**src/rtl/gwd_pkg.sv**
```systemverilog
// Shared types and constants of the gRPC-Web deframer.
package gwd_pkg;

  localparam logic KindHeader = 1'b0;
  localparam logic KindBody   = 1'b1;

  localparam int unsigned QDepth = 2;
  localparam int unsigned QPtrW  = 1;
  localparam int unsigned QCntW  = 2;

  localparam logic [3:0]  KeyLen     = 4'd12;
  localparam logic [7:0]  CharNl     = 8'h0A;
  localparam logic [7:0]  Char0      = 8'h30;
  localparam logic [7:0]  Char9      = 8'h39;
  localparam logic [30:0] StatusMax  = 31'h7FFF_FFFF;

  // Classified request handed from the front to the back.
  typedef struct packed {
    logic        kind;
    logic [7:0]  data;
    logic [7:0]  flags;
    logic [31:0] length;
    logic        last;
  } op_t;

  typedef struct packed {
    logic        kind;
    logic [7:0]  out_byte;
    logic [7:0]  frame_flags;
    logic        is_compressed;
    logic        is_trailer;
    logic [31:0] body_length;
    logic        frame_last;
    logic        status_found;
    logic [30:0] status_value;
  } result_t;

  // Characters of "grpc-status:".
  function automatic logic [7:0] key_char(input logic [3:0] idx);
    logic [7:0] c;
    case (idx)
      4'd0:    c = 8'h67;
      4'd1:    c = 8'h72;
      4'd2:    c = 8'h70;
      4'd3:    c = 8'h63;
      4'd4:    c = 8'h2D;
      4'd5:    c = 8'h73;
      4'd6:    c = 8'h74;
      4'd7:    c = 8'h61;
      4'd8:    c = 8'h74;
      4'd9:    c = 8'h75;
      4'd10:   c = 8'h73;
      4'd11:   c = 8'h3A;
      default: c = 8'h00;
    endcase
    return c;
  endfunction

endpackage

```
**src/rtl/gwd_if.sv**
```systemverilog
// Valid/ready channel interfaces for the deframer input and result streams.
interface gwd_in_if;
  logic       valid;
  logic       ready;
  logic [7:0] data_byte;

  modport source (output valid, output data_byte, input ready);
  modport sink   (input valid, input data_byte, output ready);
endinterface

interface gwd_out_if;
  logic        valid;
  logic        ready;
  logic        kind;
  logic [7:0]  out_byte;
  logic [7:0]  frame_flags;
  logic        is_compressed;
  logic        is_trailer;
  logic [31:0] body_length;
  logic        frame_last;
  logic        status_found;
  logic [30:0] status_value;

  modport source (output valid, output kind, output out_byte, output frame_flags,
                  output is_compressed, output is_trailer, output body_length,
                  output frame_last, output status_found, output status_value,
                  input ready);
  modport sink   (input valid, input kind, input out_byte, input frame_flags,
                  input is_compressed, input is_trailer, input body_length,
                  input frame_last, input status_found, input status_value,
                  output ready);
endinterface

```
**src/rtl/gwd_front.sv**
```systemverilog
// Front end: classifies each full frame prefix and each body byte into a request.
module gwd_front (
  input  logic          clk_i,
  input  logic          rst_ni,
  input  logic          in_valid_i,
  input  logic [7:0]    in_data_i,
  output logic          in_ready_o,
  input  logic          q_full_i,
  output logic          q_push_o,
  output gwd_pkg::op_t  q_op_o
);
  import gwd_pkg::*;

  localparam logic [2:0] PrefixFirst = 3'd0;
  localparam logic [2:0] PrefixLast  = 3'd4;

  logic [2:0]  prefix_q, prefix_d;
  logic [7:0]  flags_q, flags_d;
  logic [31:0] len_q, len_d;
  logic [31:0] left_q, left_d;
  logic        in_body_q, in_body_d;
  logic        acc;

  assign in_ready_o = !q_full_i;
  assign acc        = in_valid_i && !q_full_i;

  always_comb begin
    prefix_d  = prefix_q;
    flags_d   = flags_q;
    len_d     = len_q;
    left_d    = left_q;
    in_body_d = in_body_q;
    q_push_o  = 1'b0;
    q_op_o.kind = KindHeader;
    q_op_o.data = 8'h00;
    q_op_o.last = 1'b0;
    if (acc) begin
      if (in_body_q) begin
        q_push_o    = 1'b1;
        q_op_o.kind = KindBody;
        q_op_o.data = in_data_i;
        q_op_o.last = (left_q <= 32'd1);
        if (left_q <= 32'd1) begin
          in_body_d = 1'b0;
          left_d    = 32'd0;
        end else begin
          left_d = left_q - 32'd1;
        end
      end else if (prefix_q == PrefixFirst) begin
        flags_d  = in_data_i;
        len_d    = 32'd0;
        prefix_d = prefix_q + 3'd1;
      end else begin
        len_d = {len_q[23:0], in_data_i};
        if (prefix_q != PrefixLast) begin
          prefix_d = prefix_q + 3'd1;
        end else begin
          prefix_d    = PrefixFirst;
          q_push_o    = 1'b1;
          q_op_o.last = (len_d == 32'd0);
          if (len_d != 32'd0) begin
            in_body_d = 1'b1;
            left_d    = len_d;
          end
        end
      end
    end
    q_op_o.flags  = flags_d;
    q_op_o.length = len_d;
  end

  always_ff @(posedge clk_i or negedge rst_ni) begin
    if (!rst_ni) begin
      prefix_q  <= PrefixFirst;
      flags_q   <= 8'h00;
      len_q     <= 32'd0;
      left_q    <= 32'd0;
      in_body_q <= 1'b0;
    end else begin
      prefix_q  <= prefix_d;
      flags_q   <= flags_d;
      len_q     <= len_d;
      left_q    <= left_d;
      in_body_q <= in_body_d;
    end
  end

endmodule

```
**src/rtl/gwd_fifo.sv**
```systemverilog
// Two-entry request queue between front and back.
module gwd_fifo (
  input  logic          clk_i,
  input  logic          rst_ni,
  input  logic          push_i,
  input  gwd_pkg::op_t  push_op_i,
  input  logic          pop_i,
  output gwd_pkg::op_t  pop_op_o,
  output logic          full_o,
  output logic          empty_o
);
  import gwd_pkg::*;

  op_t              mem_q [QDepth];
  logic [QPtrW-1:0] wr_ptr_q, rd_ptr_q;
  logic [QCntW-1:0] cnt_q;

  assign full_o   = (cnt_q == QCntW'(QDepth));
  assign empty_o  = (cnt_q == '0);
  assign pop_op_o = mem_q[rd_ptr_q];

  always_ff @(posedge clk_i) begin
    if (push_i) begin
      mem_q[wr_ptr_q] <= push_op_i;
    end
  end

  always_ff @(posedge clk_i or negedge rst_ni) begin
    if (!rst_ni) begin
      wr_ptr_q <= '0;
      rd_ptr_q <= '0;
      cnt_q    <= '0;
    end else begin
      if (push_i) begin
        wr_ptr_q <= wr_ptr_q + 1'b1;
      end
      if (pop_i) begin
        rd_ptr_q <= rd_ptr_q + 1'b1;
      end
      case ({push_i, pop_i})
        2'b10:   cnt_q <= cnt_q + 1'b1;
        2'b01:   cnt_q <= cnt_q - 1'b1;
        default: cnt_q <= cnt_q;
      endcase
    end
  end

endmodule

```
**src/rtl/gwd_back.sv**
```systemverilog
// Back end: trailer status scan and the registered result stage.
module gwd_back (
  input  logic             clk_i,
  input  logic             rst_ni,
  input  logic             q_empty_i,
  input  gwd_pkg::op_t     q_op_i,
  output logic             q_pop_o,
  input  logic             out_ready_i,
  output logic             out_valid_o,
  output gwd_pkg::result_t result_o
);
  import gwd_pkg::*;

  typedef enum logic [3:0] {
    PhSearch = 4'b0001,
    PhKey    = 4'b0010,
    PhDigits = 4'b0100,
    PhClosed = 4'b1000
  } phase_e;

  localparam logic [3:0] KeyFound = 4'd1;

  phase_e      ph_q, ph_d;
  logic [3:0]  key_q, key_d;
  logic        line_q, line_d;
  logic [30:0] acc_q, acc_d;
  logic        out_valid_q;
  result_t     res_q, res_d;

  logic        trailer, digit, found;
  logic [3:0]  dval;
  logic [34:0] acc10;

  assign q_pop_o     = !q_empty_i && (!out_valid_q || out_ready_i);
  assign out_valid_o = out_valid_q;
  assign result_o    = res_q;

  assign trailer = q_op_i.flags[7];
  assign digit   = (q_op_i.data >= Char0) && (q_op_i.data <= Char9);
  assign dval    = 4'(q_op_i.data - Char0);
  assign acc10   = {1'b0, acc_q, 3'b000} + {3'b000, acc_q, 1'b0} + {31'd0, dval};

  always_comb begin
    ph_d   = ph_q;
    key_d  = key_q;
    line_d = line_q;
    acc_d  = acc_q;
    if (q_op_i.kind == KindHeader) begin
      // restart the scan for the new frame
      ph_d   = PhSearch;
      key_d  = 4'd0;
      line_d = 1'b1;
      acc_d  = 31'd0;
    end else if (trailer) begin
      case (ph_q)
        PhSearch: begin
          if (key_q != 4'd0 || line_q) begin
            if (key_q < KeyLen && q_op_i.data == key_char(key_q)) begin
              if (key_q == KeyLen - 4'd1) begin
                ph_d  = PhKey;
                key_d = 4'd0;
              end else begin
                key_d = key_q + 4'd1;
              end
            end else begin
              key_d = 4'd0;
            end
          end
          line_d = (q_op_i.data == CharNl);
        end
        PhKey: begin
          if (digit) begin
            acc_d = {27'd0, dval};
            ph_d  = PhDigits;
          end else begin
            ph_d  = PhClosed;
            key_d = 4'd0;
          end
        end
        PhDigits: begin
          if (digit) begin
            // saturate at the largest 31-bit value
            acc_d = (acc10[34:31] != 4'd0) ? StatusMax : acc10[30:0];
          end else begin
            ph_d  = PhClosed;
            key_d = KeyFound;
          end
        end
        default: ;
      endcase
    end
  end

  always_comb begin
    found = (q_op_i.kind == KindBody) && trailer && q_op_i.last &&
            ((ph_d == PhDigits) || ((ph_d == PhClosed) && (key_d == KeyFound)));
    res_d.kind          = q_op_i.kind;
    res_d.out_byte      = (q_op_i.kind == KindBody) ? q_op_i.data : 8'h00;
    res_d.frame_flags   = q_op_i.flags;
    res_d.is_compressed = q_op_i.flags[0];
    res_d.is_trailer    = q_op_i.flags[7];
    res_d.body_length   = q_op_i.length;
    res_d.frame_last    = q_op_i.last;
    res_d.status_found  = found;
    res_d.status_value  = found ? acc_d : 31'd0;
  end

  always_ff @(posedge clk_i) begin
    if (q_pop_o) begin
      res_q <= res_d;
    end
  end

  always_ff @(posedge clk_i or negedge rst_ni) begin
    if (!rst_ni) begin
      ph_q        <= PhSearch;
      key_q       <= 4'd0;
      line_q      <= 1'b1;
      acc_q       <= 31'd0;
      out_valid_q <= 1'b0;
    end else begin
      if (q_pop_o) begin
        ph_q        <= ph_d;
        key_q       <= key_d;
        line_q      <= line_d;
        acc_q       <= acc_d;
        out_valid_q <= 1'b1;
      end else if (out_ready_i) begin
        out_valid_q <= 1'b0;
      end
    end
  end

endmodule

```
**src/rtl/grpc_web_deframer_with_status.sv**
```systemverilog
// gRPC-Web deframer top level: front classifier, request queue, status scanner.
// Throughput: one byte per cycle while the queue is not full, limited by the single-byte input port.
// Each accepted byte's request is written into the queue; the output register
// takes it once the output holds no result or its result is being taken; prefix
// bytes one to four give no result. Reset (asynchronous, active low) empties the
// queue and the output stage and returns the parser to the start of a frame
// prefix.
module grpc_web_deframer_with_status (
  input  logic      clk_i,
  input  logic      rst_ni,
  gwd_in_if.sink    in_i,
  gwd_out_if.source out_o
);
  import gwd_pkg::*;

  logic    q_push, q_pop, q_full, q_empty;
  op_t     push_op, pop_op;
  result_t res;

  gwd_front u_front (
    .clk_i      (clk_i),
    .rst_ni     (rst_ni),
    .in_valid_i (in_i.valid),
    .in_data_i  (in_i.data_byte),
    .in_ready_o (in_i.ready),
    .q_full_i   (q_full),
    .q_push_o   (q_push),
    .q_op_o     (push_op)
  );

  gwd_fifo u_fifo (
    .clk_i     (clk_i),
    .rst_ni    (rst_ni),
    .push_i    (q_push),
    .push_op_i (push_op),
    .pop_i     (q_pop),
    .pop_op_o  (pop_op),
    .full_o    (q_full),
    .empty_o   (q_empty)
  );

  gwd_back u_back (
    .clk_i       (clk_i),
    .rst_ni      (rst_ni),
    .q_empty_i   (q_empty),
    .q_op_i      (pop_op),
    .q_pop_o     (q_pop),
    .out_ready_i (out_o.ready),
    .out_valid_o (out_o.valid),
    .result_o    (res)
  );

  assign out_o.kind          = res.kind;
  assign out_o.out_byte      = res.out_byte;
  assign out_o.frame_flags   = res.frame_flags;
  assign out_o.is_compressed = res.is_compressed;
  assign out_o.is_trailer    = res.is_trailer;
  assign out_o.body_length   = res.body_length;
  assign out_o.frame_last    = res.frame_last;
  assign out_o.status_found  = res.status_found;
  assign out_o.status_value  = res.status_value;

  a_hdr_last: assert property (@(posedge clk_i) disable iff (!rst_ni)
    (out_o.valid && out_o.kind == KindHeader) |->
      (out_o.frame_last == (out_o.body_length == 32'd0)))
    else $error("header last mark does not match body length");

  a_status_pos: assert property (@(posedge clk_i) disable iff (!rst_ni)
    (out_o.valid && out_o.status_found) |->
      (out_o.kind == KindBody && out_o.frame_last && out_o.is_trailer))
    else $error("status reported off the last trailer byte");

  a_status_zero: assert property (@(posedge clk_i) disable iff (!rst_ni)
    (out_o.valid && !out_o.status_found) |-> (out_o.status_value == 31'd0))
    else $error("status value set without status found");

  a_pop_empty: assert property (@(posedge clk_i) disable iff (!rst_ni)
    (q_empty && !q_push) |=> !(q_pop && q_empty && !$past(q_push)) || !q_empty)
    else $error("request popped from an empty queue");

endmodule

```
**src/flat_wrapper.sv**
```systemverilog
// flat-port wrapper written by rule: the top's interface ports become plain ports
module grpc_web_deframer_with_status_flat import gwd_pkg::*;
  (clk_i, rst_ni, in_i_valid, in_i_data_byte, in_i_ready, out_o_valid, out_o_kind, out_o_out_byte, out_o_frame_flags, out_o_is_compressed, out_o_is_trailer, out_o_body_length, out_o_frame_last, out_o_status_found, out_o_status_value, out_o_ready);
  gwd_in_if in_i_i ();
  gwd_out_if out_o_i ();
  input  logic clk_i;
  input  logic rst_ni;
  input wire logic [$bits(in_i_i.valid)-1:0] in_i_valid;
  input wire logic [$bits(in_i_i.data_byte)-1:0] in_i_data_byte;
  output wire logic [$bits(in_i_i.ready)-1:0] in_i_ready;
  output wire logic [$bits(out_o_i.valid)-1:0] out_o_valid;
  output wire logic [$bits(out_o_i.kind)-1:0] out_o_kind;
  output wire logic [$bits(out_o_i.out_byte)-1:0] out_o_out_byte;
  output wire logic [$bits(out_o_i.frame_flags)-1:0] out_o_frame_flags;
  output wire logic [$bits(out_o_i.is_compressed)-1:0] out_o_is_compressed;
  output wire logic [$bits(out_o_i.is_trailer)-1:0] out_o_is_trailer;
  output wire logic [$bits(out_o_i.body_length)-1:0] out_o_body_length;
  output wire logic [$bits(out_o_i.frame_last)-1:0] out_o_frame_last;
  output wire logic [$bits(out_o_i.status_found)-1:0] out_o_status_found;
  output wire logic [$bits(out_o_i.status_value)-1:0] out_o_status_value;
  input wire logic [$bits(out_o_i.ready)-1:0] out_o_ready;
  assign in_i_i.valid = in_i_valid;
  assign in_i_i.data_byte = in_i_data_byte;
  assign in_i_ready = in_i_i.ready;
  assign out_o_valid = out_o_i.valid;
  assign out_o_kind = out_o_i.kind;
  assign out_o_out_byte = out_o_i.out_byte;
  assign out_o_frame_flags = out_o_i.frame_flags;
  assign out_o_is_compressed = out_o_i.is_compressed;
  assign out_o_is_trailer = out_o_i.is_trailer;
  assign out_o_body_length = out_o_i.body_length;
  assign out_o_frame_last = out_o_i.frame_last;
  assign out_o_status_found = out_o_i.status_found;
  assign out_o_status_value = out_o_i.status_value;
  assign out_o_i.ready = out_o_ready;
  grpc_web_deframer_with_status u_core (.clk_i(clk_i), .rst_ni(rst_ni), .in_i(in_i_i), .out_o(out_o_i));
endmodule
```
**config.mk**
```make
export PLATFORM = sky130hd
export DESIGN_NAME = grpc_web_deframer_with_status_flat
export DESIGN_NICKNAME = d
export VERILOG_FILES = /design/src/rtl/gwd_pkg.sv /design/src/rtl/gwd_if.sv /design/src/rtl/gwd_front.sv /design/src/rtl/gwd_fifo.sv /design/src/rtl/gwd_back.sv /design/src/rtl/grpc_web_deframer_with_status.sv /design/src/flat_wrapper.sv
export SDC_FILE = /design/constraint.sdc
export NUM_CORES = 1
export LEC_CHECK = 0
export BUFFER_PORTS_ARGS = -buffer_cell sky130_fd_sc_hd__buf_2
export CAP_MARGIN = 20
export CORE_MARGIN = 2
export CORE_UTILIZATION = 50
export DETAILED_ROUTE_END_ITERATION = 10
export GPL_TIMING_DRIVEN = 0
export MAX_ROUTING_LAYER = met4
export PLACE_DENSITY_LB_ADDON = 0.2
export SYNTH_ARGS = -nofsm -noshare
export SYNTH_HDL_FRONTEND = slang
export SYNTH_SLANG_ARGS = --single-unit
```
**constraint.sdc**
```tcl
create_clock -name clk_i -period 4.9 [get_ports clk_i]
set_clock_uncertainty 0.15 [all_clocks]
set_input_delay 0.245 -clock clk_i [delete_from_list [all_inputs] [get_ports clk_i]]
set_output_delay 0.245 -clock clk_i [all_outputs]
set_load 0.05 [all_outputs]
```
==> metrics.txt <==
vias per cell 5.937; starting density of the core 50.61%; Worst VDD drop 0.2847 mV; leak pwr 0.007340 uW; most frequent cells in the layout edfxtp_1 (182), nand2_1 (157), dfrtp_1 (119); Worst Tran Pin Value 0.9598 ns; Post-DRT Antenna Nets 0; most common cell after layout, fill and taps aside edfxtp_1; Final Cycle Share 95.02%; Final setup viols 0; syn nets 1450; TNS Setup 0 ns; vias in the first global route 11460; slowest cell delay on critical path 0.45 ns; Distinct cells, synth 84; Syn-to-layout area delta 14.79%; status finished, final reports clean; crit end category flop; fill count 2563; final net count 1597; Cell Rows 64; Max FO, Critical Path 10; Power Dens Cells 588.6 mW/mm^2; H-tree levels 1; flops & latches, synth 303; initial antenna violation count 0; sequential area share after synthesis 55.16%; most used cell, CP ha_1; chip width 179.5 um; fin area 0.01768 mm^2; WP data arrival 4.81 ns; Fmax 214.8 MHz; final slew viol count 0; synthesized area per cell 11.29 um^2; Final GP Congestion 0.9334; global-route wire length before repair 62380 um; IO Pins 98; final WL 38980 um; Placed Instance Area 0.01650 mm^2; ys async rst share 39.93%; die footprint 0.03222 mm^2; via count 11470; DRT iter0 DRCs 1100; CP Launch Type flop; cell area after synthesis 0.01540 mm^2; WP buf/inv 4; YS warnings 0; ys flop type edfxtp_1; RSZ-0062 raised after global routing false; Bufs on Longest Clock Path 3; Avg WL per Cell 20.18 um; drt drc 0; Die Y 179.5 um; slowest CP cell fa_1; max cap viols 0; CTS sink cnt 303; CTS tree yes; number of synthesized flops with an enable pin 182; Reg clk slew, reported paths 0.06 ns; Crit path max-delay family compound AO/OA/AOI/OAI gates; layout cells sized above 1 17.32%; Root Driver clkbuf_16; DRT Pass-1 Iters 5; port bufs 97; final design utilization 58.10%; worst hold path type primary input to flop; largest net degree at the start of global routing 90; CP Class flop to flop; cell count after synthesis 1364; Max-slew headroom 34.19%; GRT overflow 0; CP Cell Sequence buf_6 -> mux2i_2 -> inv_1 -> ha_1 -> ha_1 -> fa_1 -> a211oi_2 -> o21ai_1 -> a32oi_1 -> o21ai_0 -> a31oi_1 -> a41oi_1 -> nor3_2 -> buf_4 -> buf_2 -> nand2_1 -> a32o_1; Crit path required time 5.05 ns; CORE AREA 0.03043 mm^2; Tmin final 4.656 ns; Inserted Clock Buffers 31; Hold Vio Cnt, Final 0; Total GRT Usage 24.59%; DP Wirelength 27620 um; ant diodes 0; Clock Latency Late Sink 0.56 ns
[synthesized netlist by cell type (all sizes together), types with 5 or more instances]
cell type	number	area [um^2]
o21ai	136	684.4
nor3b	6	56.31
nor3	38	221.5
a211oi	9	67.56
mux2	49	551.8
and2	14	87.58
nand4	11	68.82
a32oi	8	70.07
a31oi	17	106.4
a21o	10	75.07
edfxtp	182	5465
buf	31	198.9
mux2i	10	120.1
nand2b	9	58.81
o21bai	5	37.54
inv	33	123.9
xnor2	24	210.2
and3	19	118.9
nor2	62	235.2
nor2b	9	56.30
o211ai	8	60.06
xor2	11	96.34
o211a	5	50.05
or2	5	31.28
a22oi	5	37.54
dfrtp	119	2978
o21a	10	76.32
nand2	157	589.3
o22ai	6	37.54
nor4b	6	58.80
nor4	17	118.9
or3	7	43.79
a221o	6	60.06
a22o	46	402.9
nand3	16	80.08
a21oi	85	436.7
clkbuf	46	172.7
ha	72	900.9
[final cells by class]
type / count / area, um^2 / area share, %
plain buffers: 77 / 377.9 / 2.137
clock buffers: 39 / 877.1 / 4.961
clock inverters: 19 / 142.6 / 0.8068
inverters: 33 / 123.9 / 0.7006
multi-input cells: 951 / 6442 / 36.44
flip-flops and latches: 303 / 8496 / 48.05
well taps: 396 / 495.5 / 2.803
repair buffers: 114 / 724.4 / 4.098
[state kept, by name, summed over array words and instances, names as in the netlist]
name / flops
u_core.u_back.key_q: 4
u_core.u_back.acc_q: 31
u_core.u_back.out_valid_o: 1
u_core.u_fifo.cnt_q: 2
u_core.u_front.in_body_q: 1
u_core.u_fifo.wr_ptr_q: 1
u_core.u_front.flags_q: 8
u_core.u_back.line_q: 1
u_core.u_fifo.mem_q: 100
u_core.u_back.ph_q: 4
u_core.u_front.prefix_q: 3
u_core.u_front.len_q: 32
u_core.u_back.result_o: 82
u_core.u_front.left_q: 32
u_core.u_fifo.rd_ptr_q: 1
[where the power goes]
group	internal, uW	switching [uW]	total (uW)
sequential	3810	448	4260
clock	1320	997	2320
combinational	1050	2770	3820
[layer usage]
layer	share of wire, %	global-route usage (%)	vias up	wire [um]
li1	-	-	5429	-
met1	44	32.80	5552	16960
met2	48	39.52	408	18630
met3	5.9	3.201	81	2300
met4	2.8	7.577	0	1091
met5	0	-	-	0
[what timing repair did]
action	4_1_cts	5_1_grt
hold buffers	12	0
hold endpoints to repair	161	0
pin swaps	1	0
endpoints found under the setup margin	33	28
buffers inserted	1	0
gates resized for setup	2	3
[cells by family (layout without fill, tap and decap cells)]
| logic type | after synthesis | after routing | synth area share [%] |
|---|---|---|---|
| AO/OA/AOI/OAI | 392 | 392 | 16.42 |
| XOR/XNOR | 35 | 35 | 1.990 |
| adder cells (fa/ha/maj) | 74 | 74 | 6.109 |
| buffers and inverters | 110 | 282 | 3.217 |
| flip-flops | 303 | 303 | 55.16 |
| multiplexers | 59 | 59 | 4.363 |
| AND/OR/NAND/NOR | 391 | 391 | 12.74 |
[path summary, 6_finish.rpt]
kind,startpoint,end,slack [ns],depth (start not counted)
max,u_core.u_fifo.rd_ptr_q,u_core.u_back.result_o[24],0.24,17
min,in_i_valid,u_core.u_front.prefix_q[2],0.07,5
max reg2reg,u_core.u_fifo.rd_ptr_q,u_core.u_back.result_o[24],0.24,17
min reg2reg,u_core.u_front.prefix_q[2],u_core.u_front.prefix_q[2],0.35,1
max in group asynchronous,rst_ni,u_core.u_front.len_q[3],3.38,4
min in group asynchronous,rst_ni,u_core.u_front.left_q[28],0.49,3
[worst register-to-register path, stage by stage (launching register included)]
cell and delay [ns]:
dfrtp_1 0.34, buf_6 0.13, mux2i_2 0.43, inv_1 0.25
ha_1 0.34, ha_1 0.24, fa_1 0.45, a211oi_2 0.25
o21ai_1 0.19, a32oi_1 0.20, o21ai_0 0.19, a31oi_1 0.21
a41oi_1 0.08, nor3_2 0.19, buf_4 0.17, buf_2 0.24
nand2_1 0.10, a32o_1 0.26
[through the flow]
stage	cells	setup WS, ns	total power (uW)	hold WS [ns]
3_5_place_dp	1861	-0.1846	8088	0.01191
3_3_place_gp	1857	-1.013	8008	0.3313
4_1_cts	1932	0.08219	10450	0.05049
6_report	1932	0.2441	10410	0.07034
2_1_floorplan	1364	0.4036	6978	-0.2006
5_1_grt	1932	0.04242	10940	0.1012
No activity file was read; power rests on OpenSTA's default activity.
